==> src/hw/rtl/rlns_pkg.sv <==
// Shared types and constants for the radius-limited neighbor sort block.
`timescale 1ns / 1ps
package rlns_pkg;

  // Field widths that are fixed by the request and result formats.
  localparam int IDX_OUT_W   = 5;
  localparam int IN_COORD_W  = 16;
  localparam int CNT_W       = 6;
  localparam int DIST_W      = 33;
  localparam int MAX_RESULTS = 31;
  localparam int RES_CNT_W   = 5;

  // Configuration port geometry: two registers on an 8-byte stride.
  localparam int APB_ADDR_W = 4;
  localparam int APB_DATA_W = 64;

  localparam logic [DIST_W-1:0] DIST_MAX        = '1;
  localparam logic [CNT_W-1:0]  ROBOT_COUNT_RST = 6'd32;
  localparam logic [DIST_W-1:0] RADIUS_SQ_RST   = 33'd16000000;

  typedef enum logic {
    REQ_WRITE = 1'b0,
    REQ_QUERY = 1'b1
  } req_kind_t;

  // Register select, taken from address bit 3.
  typedef enum logic {
    REG_ROBOT_COUNT = 1'b0,
    REG_RADIUS_SQ   = 1'b1
  } reg_sel_t;

  // One decoded request as it sits in the command queue.
  typedef struct packed {
    req_kind_t              kind;
    logic [IDX_OUT_W-1:0]   index;
    logic [IN_COORD_W-1:0]  pos_x;
    logic [IN_COORD_W-1:0]  pos_y;
  } cmd_t;

  // Configuration handed from the register block to the engine.
  typedef struct packed {
    logic [CNT_W-1:0]  robot_count;
    logic [DIST_W-1:0] radius_sq_limit;
  } cfg_t;

endpackage

==> src/hw/rtl/rlns_if.sv <==
// Request and result channel interfaces with valid/ready handshakes.
`timescale 1ns / 1ps
interface rlns_req_if;
  logic        valid;
  logic        ready;
  logic        req_type;
  logic [4:0]  agent_index;
  logic [15:0] pos_x;
  logic [15:0] pos_y;

  modport source (output valid, req_type, agent_index, pos_x, pos_y, input ready);
  modport sink   (input valid, req_type, agent_index, pos_x, pos_y, output ready);
endinterface

interface rlns_rsp_if;
  logic        valid;
  logic        ready;
  logic [4:0]  neighbor_index;
  logic        neighbor_valid;
  logic [32:0] neighbor_dist_sq;
  logic        last_of_list;

  modport source (output valid, neighbor_index, neighbor_valid, neighbor_dist_sq,
                  last_of_list, input ready);
  modport sink   (input valid, neighbor_index, neighbor_valid, neighbor_dist_sq,
                  last_of_list, output ready);
endinterface

==> src/hw/rtl/rlns_ram.sv <==
// Generic single-write, single-read RAM with registered read data.
`timescale 1ns / 1ps
module rlns_ram #(
  parameter int WIDTH = 32,
  parameter int DEPTH = 32
) (
  input  logic                     clk,
  input  logic                     we,
  input  logic [$clog2(DEPTH)-1:0] waddr,
  input  logic [WIDTH-1:0]         wdata,
  input  logic [$clog2(DEPTH)-1:0] raddr,
  output logic [WIDTH-1:0]         rdata
);

  logic [WIDTH-1:0] mem [DEPTH];

  always_ff @(posedge clk) begin
    if (we) begin
      mem[waddr] <= wdata;
    end
    rdata <= mem[raddr];
  end

endmodule

==> src/hw/rtl/rlns_front.sv <==
// Request intake: decodes each request and holds it in a two-entry command queue.
`timescale 1ns / 1ps
module rlns_front (
  input  logic          clk,
  input  logic          rst,
  rlns_req_if.sink      req,
  output rlns_pkg::cmd_t q_head,
  output logic          q_valid,
  input  logic          q_pop
);
  import rlns_pkg::*;

  localparam int QD = 2;

  cmd_t       slots [QD];
  logic       wr_ptr;
  logic       rd_ptr;
  logic [1:0] fill;
  logic       push;
  cmd_t       cmd_in;

  // Classify the incoming request.
  always_comb begin
    cmd_in.kind  = req_kind_t'(req.req_type);
    cmd_in.index = req.agent_index;
    cmd_in.pos_x = req.pos_x;
    cmd_in.pos_y = req.pos_y;
  end

  assign req.ready = (fill != 2'(QD));
  assign push      = req.valid && req.ready;
  assign q_valid   = (fill != 2'd0);
  assign q_head    = slots[rd_ptr];

  // Queue pointers and fill level.
  always_ff @(posedge clk) begin
    if (rst) begin
      wr_ptr <= 1'b0;
      rd_ptr <= 1'b0;
      fill   <= 2'd0;
    end else begin
      if (push) begin
        wr_ptr <= ~wr_ptr;
      end
      if (q_pop) begin
        rd_ptr <= ~rd_ptr;
      end
      fill <= fill + {1'b0, push} - {1'b0, q_pop};
    end
  end

  // Queue payload.
  always_ff @(posedge clk) begin
    if (push) begin
      slots[wr_ptr] <= cmd_in;
    end
  end

  a_pop_needs_entry: assert property (@(posedge clk) disable iff (rst)
    q_pop |-> q_valid)
    else $error("command popped from an empty queue");

  a_head_holds: assert property (@(posedge clk) disable iff (rst)
    q_valid && !q_pop |=> q_valid && $stable(q_head))
    else $error("queue head changed without a pop");

endmodule

==> src/hw/rtl/rlns_back.sv <==
// Execution engine: position writes, distance sweep, repeated min-selection passes.
`timescale 1ns / 1ps
module rlns_back #(
  parameter int MAX_AGENTS = 32,
  parameter int COORD_BITS = 16
) (
  input  logic           clk,
  input  logic           rst,
  input  rlns_pkg::cfg_t cfg,
  input  rlns_pkg::cmd_t q_head,
  input  logic           q_valid,
  output logic           q_pop,
  rlns_rsp_if.source     rsp
);
  import rlns_pkg::*;

  localparam int AW    = $clog2(MAX_AGENTS);
  localparam int CW    = AW + 1;
  localparam int POS_W = 2 * COORD_BITS;
  localparam int SQ_W  = 2 * COORD_BITS;
  localparam int SUM_W = SQ_W + 1;

  typedef enum logic [8:0] {
    ST_IDLE   = 9'b000000001,
    ST_SELF   = 9'b000000010,
    ST_DRD    = 9'b000000100,
    ST_DDIFF  = 9'b000001000,
    ST_DMUL   = 9'b000010000,
    ST_DWR    = 9'b000100000,
    ST_SCAN   = 9'b001000000,
    ST_DECIDE = 9'b010000000,
    ST_FINAL  = 9'b100000000
  } state_t;

  state_t state;
  state_t state_next;

  logic [IDX_OUT_W-1:0] cur_self;
  logic [CW-1:0]        cur_count;
  logic [CW-1:0]        cnt_clamp;
  logic                 self_in_tab;
  logic                 head_in_tab;
  logic                 start_query;

  logic [COORD_BITS-1:0] self_x, self_y;
  logic [COORD_BITS-1:0] px, py;
  logic [COORD_BITS-1:0] dx, dy;
  logic [SQ_W-1:0]       dx2, dy2;
  logic [SUM_W-1:0]      dsum;
  logic [DIST_W-1:0]     dist_sat;
  logic [CW-1:0]         agent;

  logic [CW-1:0]     scan_addr;
  logic              rd_vld;
  logic [AW-1:0]     rd_idx;
  logic              found;
  logic [AW-1:0]     best;
  logic [DIST_W-1:0] best_d;
  logic              cand;
  logic [MAX_AGENTS-1:0] taken;

  logic                 have_pend;
  logic [AW-1:0]        pend_idx;
  logic [DIST_W-1:0]    pend_d;
  logic [RES_CNT_W-1:0] res_cnt;
  logic                 cap_hit;

  logic                 out_free;
  logic                 out_load;
  logic                 out_valid;
  logic [IDX_OUT_W-1:0] out_index;
  logic                 out_nvalid;
  logic [DIST_W-1:0]    out_dist;
  logic                 out_last;

  logic              pos_we;
  logic [AW-1:0]     pos_raddr;
  logic [POS_W-1:0]  pos_wdata;
  logic [POS_W-1:0]  pos_rdata;
  logic [DIST_W-1:0] dist_rdata;

  // Position table and distance buffer.
  rlns_ram #(.WIDTH(POS_W), .DEPTH(MAX_AGENTS)) u_pos_ram (
    .clk   (clk),
    .we    (pos_we),
    .waddr (AW'(q_head.index)),
    .wdata (pos_wdata),
    .raddr (pos_raddr),
    .rdata (pos_rdata)
  );

  rlns_ram #(.WIDTH(DIST_W), .DEPTH(MAX_AGENTS)) u_dist_ram (
    .clk   (clk),
    .we    (state == ST_DWR),
    .waddr (agent[AW-1:0]),
    .wdata (dist_sat),
    .raddr (scan_addr[AW-1:0]),
    .rdata (dist_rdata)
  );

  // Command decode at the head of the queue.
  assign q_pop       = (state == ST_IDLE) && q_valid;
  assign start_query = q_pop && (q_head.kind == REQ_QUERY);
  assign head_in_tab = (32'(q_head.index) < MAX_AGENTS);
  assign self_in_tab = (32'(cur_self) < MAX_AGENTS);
  assign pos_we      = q_pop && (q_head.kind == REQ_WRITE) && head_in_tab;
  assign pos_wdata   = {COORD_BITS'(q_head.pos_y), COORD_BITS'(q_head.pos_x)};
  assign pos_raddr   = (state == ST_IDLE) ? AW'(q_head.index) : agent[AW-1:0];
  assign cnt_clamp   = (32'(cfg.robot_count) > MAX_AGENTS) ? CW'(MAX_AGENTS)
                                                            : CW'(cfg.robot_count);

  // Distance datapath: difference, square, then sum with saturation.
  assign px       = pos_rdata[COORD_BITS-1:0];
  assign py       = pos_rdata[POS_W-1:COORD_BITS];
  assign dsum     = {1'b0, dx2} + {1'b0, dy2};
  assign dist_sat = (dsum > SUM_W'(DIST_MAX)) ? DIST_MAX : DIST_W'(dsum);

  // Selection compare on the entry read in the previous cycle.
  assign cand = rd_vld && (32'(rd_idx) != 32'(cur_self)) && !taken[rd_idx] &&
                (dist_rdata < cfg.radius_sq_limit) && (!found || dist_rdata <= best_d);

  assign cap_hit  = (res_cnt == RES_CNT_W'(MAX_RESULTS - 1));
  assign out_free = !out_valid || rsp.ready;
  assign out_load = ((state == ST_DECIDE) && out_free && (have_pend || !found)) ||
                    ((state == ST_FINAL) && out_free);

  // Sequencer.
  always_comb begin
    state_next = state;
    case (state)
      ST_IDLE: begin
        if (start_query) begin
          state_next = ST_SELF;
        end
      end
      ST_SELF: begin
        state_next = (cur_count == '0) ? ST_SCAN : ST_DRD;
      end
      ST_DRD:   state_next = ST_DDIFF;
      ST_DDIFF: state_next = ST_DMUL;
      ST_DMUL:  state_next = ST_DWR;
      ST_DWR: begin
        state_next = (CW'(agent + 1'b1) == cur_count) ? ST_SCAN : ST_DRD;
      end
      ST_SCAN: begin
        if (scan_addr == cur_count && !rd_vld) begin
          state_next = ST_DECIDE;
        end
      end
      ST_DECIDE: begin
        if (out_free) begin
          if (!found) begin
            state_next = ST_IDLE;
          end else if (cap_hit) begin
            state_next = ST_FINAL;
          end else begin
            state_next = ST_SCAN;
          end
        end
      end
      ST_FINAL: begin
        if (out_free) begin
          state_next = ST_IDLE;
        end
      end
      default: state_next = ST_IDLE;
    endcase
  end

  // Control state.
  always_ff @(posedge clk) begin
    if (rst) begin
      state     <= ST_IDLE;
      taken     <= '0;
      found     <= 1'b0;
      have_pend <= 1'b0;
      res_cnt   <= '0;
      rd_vld    <= 1'b0;
      scan_addr <= '0;
      agent     <= '0;
      out_valid <= 1'b0;
    end else begin
      state  <= state_next;
      rd_vld <= 1'b0;
      if (start_query) begin
        taken     <= '0;
        have_pend <= 1'b0;
        res_cnt   <= '0;
      end
      if (state == ST_SELF) begin
        agent     <= '0;
        scan_addr <= '0;
        found     <= 1'b0;
      end
      if (state == ST_DWR) begin
        agent <= CW'(agent + 1'b1);
      end
      if (state == ST_SCAN) begin
        if (scan_addr != cur_count) begin
          scan_addr <= CW'(scan_addr + 1'b1);
          rd_vld    <= 1'b1;
        end
        if (cand) begin
          found <= 1'b1;
        end
      end
      if (state == ST_DECIDE && out_free) begin
        found     <= 1'b0;
        scan_addr <= '0;
        if (found) begin
          taken[best] <= 1'b1;
          have_pend   <= 1'b1;
          res_cnt     <= RES_CNT_W'(res_cnt + 1'b1);
        end
      end
      if (out_load) begin
        out_valid <= 1'b1;
      end else if (rsp.ready) begin
        out_valid <= 1'b0;
      end
    end
  end

  // Datapath registers.
  always_ff @(posedge clk) begin
    if (start_query) begin
      cur_self  <= q_head.index;
      cur_count <= cnt_clamp;
    end
    if (state == ST_SELF) begin
      self_x <= self_in_tab ? px : '0;
      self_y <= self_in_tab ? py : '0;
    end
    if (state == ST_DDIFF) begin
      dx <= (px >= self_x) ? (px - self_x) : (self_x - px);
      dy <= (py >= self_y) ? (py - self_y) : (self_y - py);
    end
    if (state == ST_DMUL) begin
      dx2 <= dx * dx;
      dy2 <= dy * dy;
    end
    rd_idx <= scan_addr[AW-1:0];
    if (state == ST_SCAN && cand) begin
      best   <= rd_idx;
      best_d <= dist_rdata;
    end
    if (state == ST_DECIDE && out_free && found) begin
      pend_idx <= best;
      pend_d   <= best_d;
    end
    if (out_load) begin
      out_index  <= have_pend ? IDX_OUT_W'(pend_idx) : '0;
      out_nvalid <= have_pend;
      out_dist   <= have_pend ? pend_d : '0;
      out_last   <= (state == ST_FINAL) || !found;
    end
  end

  assign rsp.valid            = out_valid;
  assign rsp.neighbor_index   = out_index;
  assign rsp.neighbor_valid   = out_nvalid;
  assign rsp.neighbor_dist_sq = out_dist;
  assign rsp.last_of_list     = out_last;

  a_in_radius: assert property (@(posedge clk) disable iff (rst)
    rsp.valid && rsp.neighbor_valid |-> rsp.neighbor_dist_sq < cfg.radius_sq_limit)
    else $error("listed neighbor lies outside the radius");

  a_empty_is_last: assert property (@(posedge clk) disable iff (rst)
    rsp.valid && !rsp.neighbor_valid |-> rsp.last_of_list && rsp.neighbor_dist_sq == '0)
    else $error("empty-list result malformed");

  a_pick_fresh: assert property (@(posedge clk) disable iff (rst)
    state == ST_DECIDE && found |-> !taken[best] && 32'(best) != 32'(cur_self))
    else $error("selection picked the queried agent or a listed one");

endmodule

==> src/hw/rtl/radius_limited_neighbor_sort_core.sv <==
// Top level: configuration registers, request intake and execution engine.
// Sequence: a write is stored as it leaves the queue. A query reads the queried
// agent's position, sweeps the N agents in use (read, difference, square, write),
// then runs one selection pass per listed neighbor plus a closing pass (a final state
// at a full list). Throughput: one request at a time; the next pops only when idle.
// Reset clears control state and loads register defaults; positions start undefined.
`timescale 1ns / 1ps
module radius_limited_neighbor_sort_core #(
  parameter int MAX_AGENTS = 32,
  parameter int COORD_BITS = 16
) (
  input  logic                            clk,
  input  logic                            rst,
  rlns_req_if.sink                        req,
  rlns_rsp_if.source                      rsp,
  input  logic                            psel,
  input  logic                            penable,
  input  logic                            pwrite,
  input  logic [rlns_pkg::APB_ADDR_W-1:0] paddr,
  input  logic [rlns_pkg::APB_DATA_W-1:0] pwdata,
  output logic [rlns_pkg::APB_DATA_W-1:0] prdata,
  output logic                            pready
);
  import rlns_pkg::*;

  cfg_t     cfg;
  cmd_t     q_head;
  logic     q_valid;
  logic     q_pop;
  logic     cfg_wr;
  reg_sel_t reg_sel;

  assign pready  = 1'b1;
  assign cfg_wr  = psel && penable && pwrite;
  assign reg_sel = reg_sel_t'(paddr[3]);

  // Configuration register writes.
  always_ff @(posedge clk) begin
    if (rst) begin
      cfg.robot_count     <= ROBOT_COUNT_RST;
      cfg.radius_sq_limit <= RADIUS_SQ_RST;
    end else if (cfg_wr) begin
      case (reg_sel)
        REG_ROBOT_COUNT: cfg.robot_count     <= pwdata[CNT_W-1:0];
        REG_RADIUS_SQ:   cfg.radius_sq_limit <= pwdata[DIST_W-1:0];
        default: ;
      endcase
    end
  end

  // Register read-back.
  always_comb begin
    case (reg_sel)
      REG_ROBOT_COUNT: prdata = APB_DATA_W'(cfg.robot_count);
      REG_RADIUS_SQ:   prdata = APB_DATA_W'(cfg.radius_sq_limit);
      default:         prdata = '0;
    endcase
  end

  rlns_front u_front (
    .clk     (clk),
    .rst     (rst),
    .req     (req),
    .q_head  (q_head),
    .q_valid (q_valid),
    .q_pop   (q_pop)
  );

  rlns_back #(
    .MAX_AGENTS (MAX_AGENTS),
    .COORD_BITS (COORD_BITS)
  ) u_back (
    .clk     (clk),
    .rst     (rst),
    .cfg     (cfg),
    .q_head  (q_head),
    .q_valid (q_valid),
    .q_pop   (q_pop),
    .rsp     (rsp)
  );

endmodule
==> src/flat_wrapper.sv <==
// flat-port wrapper written by rule: the top's interface ports become plain ports
module radius_limited_neighbor_sort_core_flat import rlns_pkg::*;
#(
  parameter int MAX_AGENTS = 32,
  parameter int COORD_BITS = 16
)
  (clk, rst, psel, penable, pwrite, paddr, pwdata, prdata, pready, req_valid, req_req_type, req_agent_index, req_pos_x, req_pos_y, req_ready, rsp_valid, rsp_neighbor_index, rsp_neighbor_valid, rsp_neighbor_dist_sq, rsp_last_of_list, rsp_ready);
  rlns_req_if req_i ();
  rlns_rsp_if rsp_i ();
  input  logic clk;
  input  logic rst;
  input  logic psel;
  input  logic penable;
  input  logic pwrite;
  input  logic [rlns_pkg::APB_ADDR_W-1:0] paddr;
  input  logic [rlns_pkg::APB_DATA_W-1:0] pwdata;
  output logic [rlns_pkg::APB_DATA_W-1:0] prdata;
  output logic pready;
  input wire logic [$bits(req_i.valid)-1:0] req_valid;
  input wire logic [$bits(req_i.req_type)-1:0] req_req_type;
  input wire logic [$bits(req_i.agent_index)-1:0] req_agent_index;
  input wire logic [$bits(req_i.pos_x)-1:0] req_pos_x;
  input wire logic [$bits(req_i.pos_y)-1:0] req_pos_y;
  output wire logic [$bits(req_i.ready)-1:0] req_ready;
  output wire logic [$bits(rsp_i.valid)-1:0] rsp_valid;
  output wire logic [$bits(rsp_i.neighbor_index)-1:0] rsp_neighbor_index;
  output wire logic [$bits(rsp_i.neighbor_valid)-1:0] rsp_neighbor_valid;
  output wire logic [$bits(rsp_i.neighbor_dist_sq)-1:0] rsp_neighbor_dist_sq;
  output wire logic [$bits(rsp_i.last_of_list)-1:0] rsp_last_of_list;
  input wire logic [$bits(rsp_i.ready)-1:0] rsp_ready;
  assign req_i.valid = req_valid;
  assign req_i.req_type = req_req_type;
  assign req_i.agent_index = req_agent_index;
  assign req_i.pos_x = req_pos_x;
  assign req_i.pos_y = req_pos_y;
  assign req_ready = req_i.ready;
  assign rsp_valid = rsp_i.valid;
  assign rsp_neighbor_index = rsp_i.neighbor_index;
  assign rsp_neighbor_valid = rsp_i.neighbor_valid;
  assign rsp_neighbor_dist_sq = rsp_i.neighbor_dist_sq;
  assign rsp_last_of_list = rsp_i.last_of_list;
  assign rsp_i.ready = rsp_ready;
  radius_limited_neighbor_sort_core #(.MAX_AGENTS(MAX_AGENTS), .COORD_BITS(COORD_BITS)) u_core (.clk(clk), .rst(rst), .req(req_i), .rsp(rsp_i), .psel(psel), .penable(penable), .pwrite(pwrite), .paddr(paddr), .pwdata(pwdata), .prdata(prdata), .pready(pready));
endmodule
==> config.mk <==
export PLATFORM = sky130hd
export DESIGN_NAME = radius_limited_neighbor_sort_core_flat
export DESIGN_NICKNAME = d
export VERILOG_FILES = /design/src/hw/rtl/rlns_pkg.sv /design/src/hw/rtl/rlns_if.sv /design/src/hw/rtl/rlns_ram.sv /design/src/hw/rtl/rlns_front.sv /design/src/hw/rtl/rlns_back.sv /design/src/hw/rtl/radius_limited_neighbor_sort_core.sv /design/src/flat_wrapper.sv
export SDC_FILE = /design/constraint.sdc
export NUM_CORES = 2
export LEC_CHECK = 0
export CAP_MARGIN = 20
export CORE_MARGIN = 4
export CORE_UTILIZATION = 40
export CTS_BUF_LIST = sky130_fd_sc_hd__clkbuf_16
export CTS_CLUSTER_SIZE = 8
export DETAILED_ROUTE_END_ITERATION = 16
export DONT_BUFFER_PORTS = 1
export MAX_ROUTING_LAYER = met4
export SLEW_MARGIN = 40
export SYNTH_ARGS = -nofsm -noshare
export SYNTH_HDL_FRONTEND = slang
export SYNTH_SLANG_ARGS = --single-unit
==> constraint.sdc <==
create_clock -name clk -period 20.7 [get_ports clk]
set_input_delay 2.07 -clock clk [delete_from_list [all_inputs] [get_ports clk]]
set_output_delay 2.07 -clock clk [all_outputs]
set_load 0.01 [all_outputs]
==> results.json <==
{
  "worstPathArrival_ns": 8.09,
  "worstMarginPinSlew_ns": 0.9176,
  "grt_pass1_vias": 66100,
  "cts_buffers": 366,
  "final_core_util_pct": 45.78,
  "vias": 64210,
  "antenna_found_initial": 9,
  "cts_hold_buf": 0,
  "ys_top_cells_by_area": "edfxtp_1, mux4_2, fa_1",
  "nNetsFinal": 8450,
  "ys.flop_type": "edfxtp_1",
  "boundaryPins": 220,
  "crit_path_end_kind": "flop",
  "clock_sinks": 2585,
  "die_area_mm2": 0.3015,
  "ant_nets": 0,
  "ys_async_sr_fraction_pct": 0,
  "via_per_inst": 5.471,
  "status": "complete, no violations",
  "syn_to_final_growth_pct": 13.79,
  "drive_gt1_share_pct": 16.50,
  "fp.dieW_um": 549.1,
  "finalCritPeriodShare_pct": 36.18,
  "postSynthRegisterBits": 2585,
  "drv_cap": 0,
  "syn_avg_cell_area_um2": 15.76,
  "yosysSeqAreaShare_pct": 64.78,
  "clock_latency_ns": 0.88,
  "grt_pass1_wl_um": 436900,
  "setup_viol": 0,
  "postCtsSetupRepairBufs": 0,
  "clock_path_buffers": 4,
  "synth_largest_area_cell": "edfxtp_1",
  "initial_core_util_pct": 40.23,
  "finalHoldViolations": 0,
  "dp_cells": 11160,
  "grt_usage_pct": 20.07,
  "powerDensity_mw_per_mm2": 108.1,
  "tns_ns": 0,
  "port-buffer-count": 0,
  "synthCells": 7431,
  "rsz0062_at_grt": "no",
  "grt_max_degree": 154,
  "clk_pin_slew_ns": 0.05,
  "report.final.slew_viol_count": 0,
  "fin_area_mm2": 0.1333,
  "first_iter_violations": 6288,
  "dr.pass1.iters": 8,
  "cts_tree": "done",
  "critPathKind": "reg -> reg",
  "hpwl_um": 175400,
  "hold_class": "reg -> reg",
  "cp-start-kind": "flop",
  "cellLeakagePower_nw": 48.06,
  "synth_area_mm2": 0.1171,
  "max_freq_mhz": 133.5,
  "core_area_mm2": 0.2911,
  "netlist_top_cells_count": "edfxtp_1, nand2_1, inv_1",
  "drc": 0,
  "die_h_um": 549.1,
  "synth_top_area_share_pct": 61.77,
  "fp-row-count": 198,
  "period_minus_slack_ns": 7.488,
  "path_max_fanout": 13,
  "yosysMostFrequentCell": "edfxtp_1",
  "ys_types": 83,
  "place_area_mm2": 0.1228,
  "instances_no_fill": 11740,
  "htreeDepth": 5,
  "synth_edf_count": 2409,
  "wl_per_cell_um": 25.38,
  "critical_path_required_ns": 21.30,
  "root_buffer": "clkbuf_16",
  "fin_skew_ns": 0.04995,
  "postCtsResizedCells": 0,
  "yosysWarnings": 0,
  "grt-ovfl-total": 0,
  "ir_drop_mv": 0.1578,
  "drt_wl_total_um": 298000,
  "place_congestion": 0.8243,
  "slew_headroom_pct": 38.83
}
registers in the layout (all words and copies together), names as in the netlist, 16 cells and up, named ones only:
register	flops
u_core.u_back.rsp.neighbor_dist_sq	33
u_core.u_back.self_x	16
u_core.u_back.dx2	31
u_core.u_back.u_pos_ram.mem	1024
u_core.u_front.slots	76
u_core.u_back.u_dist_ram.mem	1056
u_core.u_back.u_dist_ram.rdata	33
u_core.u_back.dy2	31
u_core.cfg	39
u_core.u_back.taken	32
u_core.u_back.dy	16
u_core.u_back.pend_d	33
u_core.u_back.dx	16
u_core.u_back.best_d	33
u_core.u_back.u_pos_ram.rdata	32
u_core.u_back.self_y	16
final timing paths:
path	from	end	slack, ns	cells after the start
min reg2reg	u_core.u_back.best_d[12]	u_core.u_back.pend_d[12]	0.44	0
max reg2reg	u_core.u_back.dy[3]	u_core.u_back.dy2[31]	13.21	23
max	u_core.u_back.dy[3]	u_core.u_back.dy2[31]	13.21	23
min	u_core.u_back.best_d[12]	u_core.u_back.pend_d[12]	0.44	0
per-stage QoR:
stage | total power, mW | worst slack, ns | hold WS (ns)
after floorplan | 8.337 | 11.99 | 0.3290
after global placement | 9.131 | 13.31 | 0.4353
after detailed placement | 9.196 | 13.25 | 0.4348
after CTS | 14.49 | 13.21 | 0.4365
after global routing | 15.01 | 12.81 | 0.4538
final | 14.40 | 13.21 | 0.4420
area by class of cell:
type	count	area, um^2
antenna	7	17.52
clock buffer	372	9309
clock inverter	187	899.6
fill	24900	157800
inverter	682	2562
multi-input combinational	3835	38020
sequential	2585	75880
tap	3900	4880
timing repair buffer	170	1689
placed cells by master (no fill, tap or decap), types with 8 or more instances in the layout:
cell,netlist,final
nand4_1,24,24
a211o_1,12,12
o22ai_1,65,65
nor2b_1,39,39
xor2_1,49,43
buf_8,1,9
nand3_1,37,37
xnor2_2,0,11
o21ai_0,66,64
nand2b_1,28,27
nor3_1,25,24
a211oi_1,18,18
a21oi_1,168,164
a2111oi_2,33,31
mux2_2,80,80
clkbuf_16,0,372
mux2i_1,67,65
and3_1,179,178
o21bai_1,20,20
nor4_1,11,11
o21a_1,18,18
buf_6,3,28
mux4_2,472,472
buf_12,3,8
ha_1,367,365
a22oi_1,32,32
dfxtp_1,176,169
conb_1,2,32
nand2_1,841,837
and2_1,139,139
a31oi_1,135,135
edfxtp_1,2409,2409
xnor2_1,93,81
buf_4,39,118
fa_1,330,330
a21o_1,80,78
nor2_1,258,187
nor2_4,0,70
inv_1,682,847
per-layer routing:
layer	track usage (%)	wire length, um	vias up
met2	32.96	147300	2363
li1	-	-	27910
met5	-	0	-
met4	6.600	10030	0
met1	25.85	121800	33400
met3	2.797	18820	538
report_power, final:
part | total [mW] | switching [mW] | internal [mW]
logic | 3.06 | 1.94 | 1.12
registers | 6.06 | 0.0573 | 6.00
clock network | 5.29 | 2.10 | 3.19
total | 14.4 | 4.10 | 10.3
critical path: stages (launching register included):
cell and delay, ns:
edfxtp_1 0.87, inv_1 0.30, nor2_1 0.28, fa_1 0.42
inv_1 0.09, fa_1 0.39, inv_1 0.10, fa_1 0.44
fa_1 0.50, fa_1 0.49, inv_1 0.05, fa_1 0.47
inv_1 0.04, ha_1 0.34, a21o_1 0.20, a21o_1 0.16
a21oi_1 0.34, o211a_1 0.31, o2111ai_1 0.19, a32o_1 0.27
a221oi_1 0.51, o21ai_0 0.16, a21oi_1 0.20, xnor2_1 0.08
cell families after synthesis:
group	count (synthesis)	share of synthesized area [%]
compound gates	718	4.207
xor+xnor	142	1.062
fa+ha+maj	697	9.562
buf+inv	1041	3.608
flops	2585	64.78
mux	619	10.42
other cells	2	0.006413
simple gates	1627	6.358
Note: power is estimated with default switching activity, not from simulation.
